--- config.mk ---
export PLATFORM = sky130hd
export DESIGN_NAME = tor_ctrl
export DESIGN_NICKNAME = d
export VERILOG_FILES = /design/src/rtl/assert_macros.svh /design/src/rtl/tor_pkg.sv /design/src/rtl/tor_ctrl.sv
export SDC_FILE = /design/constraint.sdc
export NUM_CORES = 1
export LEC_CHECK = 0
export BUFFER_PORTS_ARGS = -buffer_cell sky130_fd_sc_hd__buf_4
export CORE_UTILIZATION = 42
export DETAILED_ROUTE_END_ITERATION = 8
export PLACE_DENSITY = 0.77
export SETUP_SLACK_MARGIN = 0.4
export SLEW_MARGIN = 20
export SYNTH_ARGS = -nofsm -noshare
export SYNTH_HDL_FRONTEND = slang
export SYNTH_SLANG_ARGS = --single-unit
--- constraint.sdc ---
create_clock -name clk -period 2.25 [get_ports clk]
set_clock_uncertainty 0.15 [all_clocks]
set_input_delay 0.225 -clock clk [delete_from_list [all_inputs] [get_ports clk]]
set_output_delay 0.225 -clock clk [all_outputs]
set_load 0.03 [all_outputs]
--- src/rtl/assert_macros.svh ---
// ----------------------------------------------------------------------------
// assert_macros.svh
// Clocked assertion helpers shared by the RTL.
// ----------------------------------------------------------------------------
`ifndef ASSERT_MACROS_SVH
`define ASSERT_MACROS_SVH

// implication checked at every rising edge, held off during reset
`define ASSERT_CLK(label, clk, rst_n, prop, msg) \
    label: assert property (@(posedge clk) disable iff (!rst_n) prop) else $error(msg);

// same check without reset qualification
`define ASSERT_CLK_ALWAYS(label, clk, prop, msg) \
    label: assert property (@(posedge clk) prop) else $error(msg);

`endif

--- src/rtl/tor_pkg.sv ---
// ----------------------------------------------------------------------------
// tor_pkg
// Types and constants of the 2-opt route improver.
// ----------------------------------------------------------------------------
package tor_pkg;

    localparam int SHORT_ROUTE = 3;
    localparam int PASS_LIMIT  = 256;
    localparam int PASS_W      = $clog2(PASS_LIMIT + 1);

    typedef enum logic [4:0] {
        ST_IDLE, ST_CHECK,
        ST_RP, ST_RA, ST_RB, ST_RQ,
        ST_DPA, ST_DBQ, ST_DPB, ST_DAQ, ST_CMP,
        ST_FRL, ST_FRH, ST_FWL, ST_FWH,
        ST_ADV, ST_OPRIME, ST_ORUN
    } state_t;

    typedef enum logic [2:0] {
        RA_PM1, RA_I, RA_J, RA_JP1, RA_LO, RA_HI, RA_ZERO, RA_K1
    } raddr_sel_t;

    typedef enum logic [1:0] {
        DA_PA, DA_BQ, DA_PB, DA_AQ
    } daddr_sel_t;

    typedef struct packed {
        logic       load_dist;
        logic       load_route;
        logic       init_pass;
        logic       next_j;
        logic       next_i;
        logic       next_pass;
        logic       cap_p;
        logic       cap_a;
        logic       cap_b;
        logic       cap_q;
        logic       now_first;
        logic       now_add;
        logic       alt_first;
        logic       set_flip;
        logic       cap_t;
        logic       wr_lo;
        logic       wr_hi_step;
        logic       out_init;
        logic       out_emit;
        raddr_sel_t rsel;
        daddr_sel_t dsel;
    } cmd_t;

    typedef struct packed {
        logic short_route;
        logic improve;
        logic j_more;
        logic i_more;
        logic pass_more;
        logic flip_more;
        logic out_last;
    } status_t;

endpackage

--- src/rtl/tor_ctrl.sv ---
// ----------------------------------------------------------------------------
// tor_ctrl
// Sequencer: loads, pair scan, segment reversal and route read-out.
// ----------------------------------------------------------------------------
module tor_ctrl (
    input  logic             clk,
    input  logic             rst_n,
    input  logic             start,
    input  logic             mode,
    input  logic             route_end,
    input  tor_pkg::status_t status,
    output tor_pkg::cmd_t    cmd,
    output logic             busy
);

    tor_pkg::state_t state_reg, state_next;

    always_ff @(posedge clk or negedge rst_n)
    begin
        if (!rst_n)
        begin
            state_reg <= tor_pkg::ST_IDLE;
        end
        else
        begin
            state_reg <= state_next;
        end
    end

    always_comb
    begin
        state_next = state_reg;
        case (state_reg)
            tor_pkg::ST_IDLE:
            begin
                if (start && mode && route_end)
                begin
                    state_next = tor_pkg::ST_CHECK;
                end
            end
            tor_pkg::ST_CHECK:
                state_next = status.short_route ? tor_pkg::ST_OPRIME : tor_pkg::ST_RP;
            tor_pkg::ST_RP:  state_next = tor_pkg::ST_RA;
            tor_pkg::ST_RA:  state_next = tor_pkg::ST_RB;
            tor_pkg::ST_RB:  state_next = tor_pkg::ST_RQ;
            tor_pkg::ST_RQ:  state_next = tor_pkg::ST_DPA;
            tor_pkg::ST_DPA: state_next = tor_pkg::ST_DBQ;
            tor_pkg::ST_DBQ: state_next = tor_pkg::ST_DPB;
            tor_pkg::ST_DPB: state_next = tor_pkg::ST_DAQ;
            tor_pkg::ST_DAQ: state_next = tor_pkg::ST_CMP;
            tor_pkg::ST_CMP:
                state_next = status.improve ? tor_pkg::ST_FRL : tor_pkg::ST_ADV;
            tor_pkg::ST_FRL: state_next = tor_pkg::ST_FRH;
            tor_pkg::ST_FRH: state_next = tor_pkg::ST_FWL;
            tor_pkg::ST_FWL: state_next = tor_pkg::ST_FWH;
            tor_pkg::ST_FWH:
                state_next = status.flip_more ? tor_pkg::ST_FRL : tor_pkg::ST_ADV;
            tor_pkg::ST_ADV:
            begin
                if (status.j_more || status.i_more || status.pass_more)
                begin
                    state_next = tor_pkg::ST_RP;
                end
                else
                begin
                    state_next = tor_pkg::ST_OPRIME;
                end
            end
            tor_pkg::ST_OPRIME: state_next = tor_pkg::ST_ORUN;
            tor_pkg::ST_ORUN:
                state_next = status.out_last ? tor_pkg::ST_IDLE : tor_pkg::ST_ORUN;
            default: state_next = tor_pkg::ST_IDLE;
        endcase
    end

    always_comb
    begin
        cmd      = '0;
        cmd.rsel = tor_pkg::RA_PM1;
        cmd.dsel = tor_pkg::DA_PA;
        busy     = (state_reg != tor_pkg::ST_IDLE);
        case (state_reg)
            tor_pkg::ST_IDLE:
            begin
                cmd.load_dist  = start && !mode;
                cmd.load_route = start && mode;
            end
            tor_pkg::ST_CHECK: cmd.init_pass = 1'b1;
            tor_pkg::ST_RP:    cmd.rsel = tor_pkg::RA_PM1;
            tor_pkg::ST_RA:
            begin
                cmd.rsel  = tor_pkg::RA_I;
                cmd.cap_p = 1'b1;
            end
            tor_pkg::ST_RB:
            begin
                cmd.rsel  = tor_pkg::RA_J;
                cmd.cap_a = 1'b1;
            end
            tor_pkg::ST_RQ:
            begin
                cmd.rsel  = tor_pkg::RA_JP1;
                cmd.cap_b = 1'b1;
            end
            tor_pkg::ST_DPA:
            begin
                cmd.cap_q = 1'b1;
                cmd.dsel  = tor_pkg::DA_PA;
            end
            tor_pkg::ST_DBQ:
            begin
                cmd.dsel      = tor_pkg::DA_BQ;
                cmd.now_first = 1'b1;
            end
            tor_pkg::ST_DPB:
            begin
                cmd.dsel    = tor_pkg::DA_PB;
                cmd.now_add = 1'b1;
            end
            tor_pkg::ST_DAQ:
            begin
                cmd.dsel      = tor_pkg::DA_AQ;
                cmd.alt_first = 1'b1;
            end
            tor_pkg::ST_CMP:   cmd.set_flip = status.improve;
            tor_pkg::ST_FRL:   cmd.rsel = tor_pkg::RA_LO;
            tor_pkg::ST_FRH:
            begin
                cmd.rsel  = tor_pkg::RA_HI;
                cmd.cap_t = 1'b1;
            end
            tor_pkg::ST_FWL:   cmd.wr_lo = 1'b1;
            tor_pkg::ST_FWH:   cmd.wr_hi_step = 1'b1;
            tor_pkg::ST_ADV:
            begin
                // priority: inner index, outer index, then a fresh pass
                if (status.j_more)
                begin
                    cmd.next_j = 1'b1;
                end
                else if (status.i_more)
                begin
                    cmd.next_i = 1'b1;
                end
                else
                begin
                    cmd.next_pass = 1'b1;
                end
            end
            tor_pkg::ST_OPRIME:
            begin
                cmd.out_init = 1'b1;
                cmd.rsel     = tor_pkg::RA_ZERO;
            end
            tor_pkg::ST_ORUN:
            begin
                cmd.out_emit = 1'b1;
                cmd.rsel     = tor_pkg::RA_K1;
            end
            default: cmd = '0;
        endcase
    end

endmodule

==> impl_metrics.json, run 1 <==
{
  "status": "aborted with a tool error",
  "lastStage": "5_1_grt",
  "firstError": "[ERROR DPL-0038] Utilization greater than 100%, impossible to legalize",
  "synth_nets": 98,
  "synth_edf_count": 0,
  "syn_inst": 86,
  "initial_core_util_pct": 47.17,
  "synth.most_common_cell": "nor3_1",
  "cts-root-buf": "clkbuf_4",
  "dp_hpwl_um": 1555,
  "synth-seq-cells": 5,
  "cts.sinks": 5,
  "syn-cell-area_um2": 636.9,
  "synth.cells.most_frequent": "nor3_1, nor2_1, nand2_1",
  "row_count": 13,
  "synth-main-ff-cell": "dfrtp_1",
  "yosysSeqAreaShare_pct": 19.65,
  "gp_congestion": 0.9013,
  "synthArstFlopShare_pct": 100.0,
  "clockBufferDepth": 2,
  "yosysTopAreaCell": "dfrtp_1",
  "yosys-top-cells-area": "dfrtp_1, buf_6, nor3_1",
  "fp.dieH_um": 40.94,
  "avgSynthCellArea_um2": 7.405,
  "port_buffers": 36,
  "cts_max_level": 1,
  "io-pin-count": 37,
  "synth_top_area_share_pct": 19.65,
  "ys_warn_count": 0,
  "grt_max_degree": 13,
  "worstEpCategory": "output port",
  "die_x_um": 40.94,
  "cts_buffers": 3,
  "ys_types": 37,
  "grt-worst-endpoint": "cmd[23]"
}
## kinds of logic after synthesis
group	count (synthesis)	share of synthesized area (%)
buffers and inverters	14	14.93
flip-flops	5	19.65
XOR/XNOR	3	4.126
AO/OA/AOI/OAI	16	19.06
AND/OR/NAND/NOR	48	42.24
## stage by stage
stage | instance area, um^2 | instances | setup WS (ns) | hold WS (ns)
floorplan | 711.9 | 86 | 0.05743 | -0.2206
global placement | 963.4 | 134 | 0.3264 | -0.1225
detailed placement | 963.4 | 134 | 0.3219 | -0.1220
CTS | 1254 | 155 | 0.1390 | 0.06153
## repair_timing
action                                  4_1_cts
hold buffers                                  1
hold endpoints to repair                      5
pin swaps                                     9
endpoints found under the setup margin       20
setup buffers                                16
gates resized for setup                      35
==> run 2: changes to the inputs <==
--- a/config.mk
+++ b/config.mk
@@ -6,10 +6,10 @@
 export NUM_CORES = 1
 export LEC_CHECK = 0
 export BUFFER_PORTS_ARGS = -buffer_cell sky130_fd_sc_hd__buf_4
-export CORE_UTILIZATION = 42
+export CORE_AREA = 2 2 63 65
 export DETAILED_ROUTE_END_ITERATION = 8
-export PLACE_DENSITY = 0.77
-export SETUP_SLACK_MARGIN = 0.4
+export DIE_AREA = 0 0 65 67
+export PLACE_DENSITY_LB_ADDON = 0.15
 export SLEW_MARGIN = 20
 export SYNTH_ARGS = -nofsm -noshare
 export SYNTH_HDL_FRONTEND = slang
==> run 2 against run 1 <==
Effect of this change:
- the run now ends clean
- synthesized area stayed put
- synthesized cell count stayed put
==> impl_metrics.json, run 2 <==
{
  "fin_crit_ns": 2.167,
  "r2r_start": "state_reg[0]",
  "worstMarginPinSlew_ns": 0.3833,
  "clock_latency_ns": 0.22,
  "viasPerCell": 4.384,
  "ys_types": 37,
  "critPathCapture": "cmd[23]",
  "avgSynthCellArea_um2": 7.405,
  "status": "complete, no violations",
  "syn_to_final_growth_pct": 57.96,
  "tritoncts": "built",
  "initial_core_util_pct": 17.66,
  "gp_congestion": 0.7259,
  "clockBufferDepth": 2,
  "fp.dieH_um": 67,
  "synth_top_family_by_area": "simple AND/OR/NAND/NOR gates",
  "mostFrequentLayoutCells": "buf_4, nor3_1, nor2_1, nand2_1, dfrtp_1",
  "fmax_ghz": 0.4614,
  "finalCritPeriodShare_pct": 96.33,
  "cts_max_level": 1,
  "drive_above_1_share_pct": 42.74,
  "slew_viol_final": 0,
  "io-pin-count": 37,
  "row_count": 22,
  "overflow": 0,
  "maxSlewHeadroom_pct": 74.45,
  "drcViolationCount": 0,
  "whs_ns": 0.1147,
  "synthArstFlopShare_pct": 100.0,
  "reg2reg_depth": 3,
  "vias": 754,
  "synth_xor_area_share_pct": 4.126,
  "syn-cell-area_um2": 636.9,
  "ir_worst_vdd_mv": 0.6711,
  "synth_edf_count": 0,
  "largest_register_ffs": 5,
  "critPathCaptureType": "primary output",
  "synth_compound_area_share_pct": 19.06,
  "dieArea_um2": 4355,
  "synth_nets": 98,
  "drt_iter0_drc": 19,
  "synth_fa_ha_area_share_pct": 0,
  "gr-usage-all-layers_pct": 10.20,
  "synth-main-ff-cell": "dfrtp_1",
  "clk_pin_slew_ns": 0.04,
  "ant_nets": 0,
  "grt_first_pass_wirelength_um": 3532,
  "power_density_nw_per_um2": 1514,
  "cap_viol_max_count": 0,
  "yosys-top-cells-area": "dfrtp_1, buf_6, nor3_1",
  "cts.sinks": 5,
  "coreArea_um2": 3606,
  "synth_mux_area_share_pct": 0,
  "leakage_uw": 0.0004566,
  "synth.cells.most_frequent": "nor3_1, nor2_1, nand2_1",
  "r2r_setup_slack_ns": 0.44,
  "required_ns": 1.88,
  "cts-root-buf": "clkbuf_8",
  "antenna_found_initial": 0,
  "fin_tns_setup_ns": 0,
  "postCtsSetupRepairBufs": 0,
  "rsz0062_at_grt": "false",
  "start_kind": "flop",
  "startpoint": "state_reg[4]",
  "antenna-diode-count": 0,
  "setup_viol_count_final": 0,
  "yosysSeqAreaShare_pct": 19.65,
  "cp_max_fo": 9,
  "fin_nets": 137,
  "hold_violations": 0,
  "yosysTopAreaCell": "dfrtp_1",
  "post_drt_wl_per_cell_um": 12.26,
  "port_buffers": 36,
  "critPathKind": "flop to primary output",
  "final_common_cell": "buf_4",
  "dp_hpwl_um": 1686,
  "worstPathArrival_ns": 1.79,
  "synth_simple_gate_area_share_pct": 42.24,
  "synth-seq-cells": 5,
  "syn_inst": 86,
  "synth_top_area_share_pct": 19.65,
  "grt_pass1_vias": 777,
  "cts_buffers": 3,
  "grt_max_degree": 20,
  "die_x_um": 65,
  "total_power_uw": 1523,
  "wl_um": 2109,
  "drt_first_pass_iters": 4,
  "worstHoldPathType": "input port to flop",
  "synth.most_common_cell": "nor3_1",
  "r2r_end": "state_reg[1]",
  "ys_warn_count": 0
}
-- run 2: cell counts after synthesis --
Identical to the previous run, type by type.
-- run 2: worst min path at each step --
stage / start / endpoint / slack, ns / cells past startpoint
floorplan: rst_n / state_reg[0] / -0.22 / 0
global placement: rst_n / state_reg[0] / -0.12 / 1
detailed placement: rst_n / state_reg[0] / -0.12 / 1
CTS: status[6] / state_reg[4] / 0.12 / 2
global route: status[6] / state_reg[4] / 0.14 / 2
finish: status[6] / state_reg[4] / 0.11 / 2
-- run 2: cell families (layout without fill, tap and decap cells) --
kind of cell,count (synthesis),in the layout
DFF,5,5
xor gates and xnor gates,3,3
buffers and inverters,14,52
and+or+nand+nor,48,48
AOI/OAI and AO/OA,16,16
-- run 2: cell type report --
| cell class | instances | area [um^2] |
|---|---|---|
| Multi-Input combinational cell | 67 | 427.9 |
| Clock buffer | 4 | 45.04 |
| Timing Repair Buffer | 44 | 332.8 |
| Tap cell | 48 | 60.06 |
| Inverter | 4 | 15.01 |
| Sequential cell | 5 | 125.1 |
| Fill cell | 403 | 2600 |
-- run 2: what timing repair did --
item                       4_1_cts  5_1_grt
hold endpoints to repair         5        0
gates resized for setup          0        2
setup endpoints to repair        0        4
hold buffers                     1        0
-- run 2: per-layer routing --
layer,routed length (um),GRT usage [%],up-vias
li1,-,-,383
met1,1041,13.66,348
met2,970,17.14,23
met3,97,1.014,0
met4,0,3.191,0
met5,0,0,-
-- run 2: worst max-delay path, stage by stage, from the launching register on --
cell and delay [ns]:
dfrtp_1 0.46, or2_4 0.32, or4_4 0.45, nor3b_2 0.16, buf_4 0.18
-- run 2: power by group --
part	switching, uW	internal, uW
clock network	42.0	121
registers	78.5	134
logic	677	470
-- run 2: per-stage QoR --
step / cell area, um^2 / setup WS [ns] / instances / util (%)
6_report: 1006 / 0.08261 / 172 / 27.90
2_1_floorplan: 641.9 / 0.008515 / 86 / -
4_1_cts: 999.7 / 0.005528 / 172 / 27.72
5_1_grt: 1006 / 0.02024 / 172 / 27.90
3_5_place_dp: 944.7 / 0.2381 / 167 / 26.20
3_3_place_gp: 944.7 / 0.2795 / 167 / 26.20
Power figures use the tool's default switching activity.
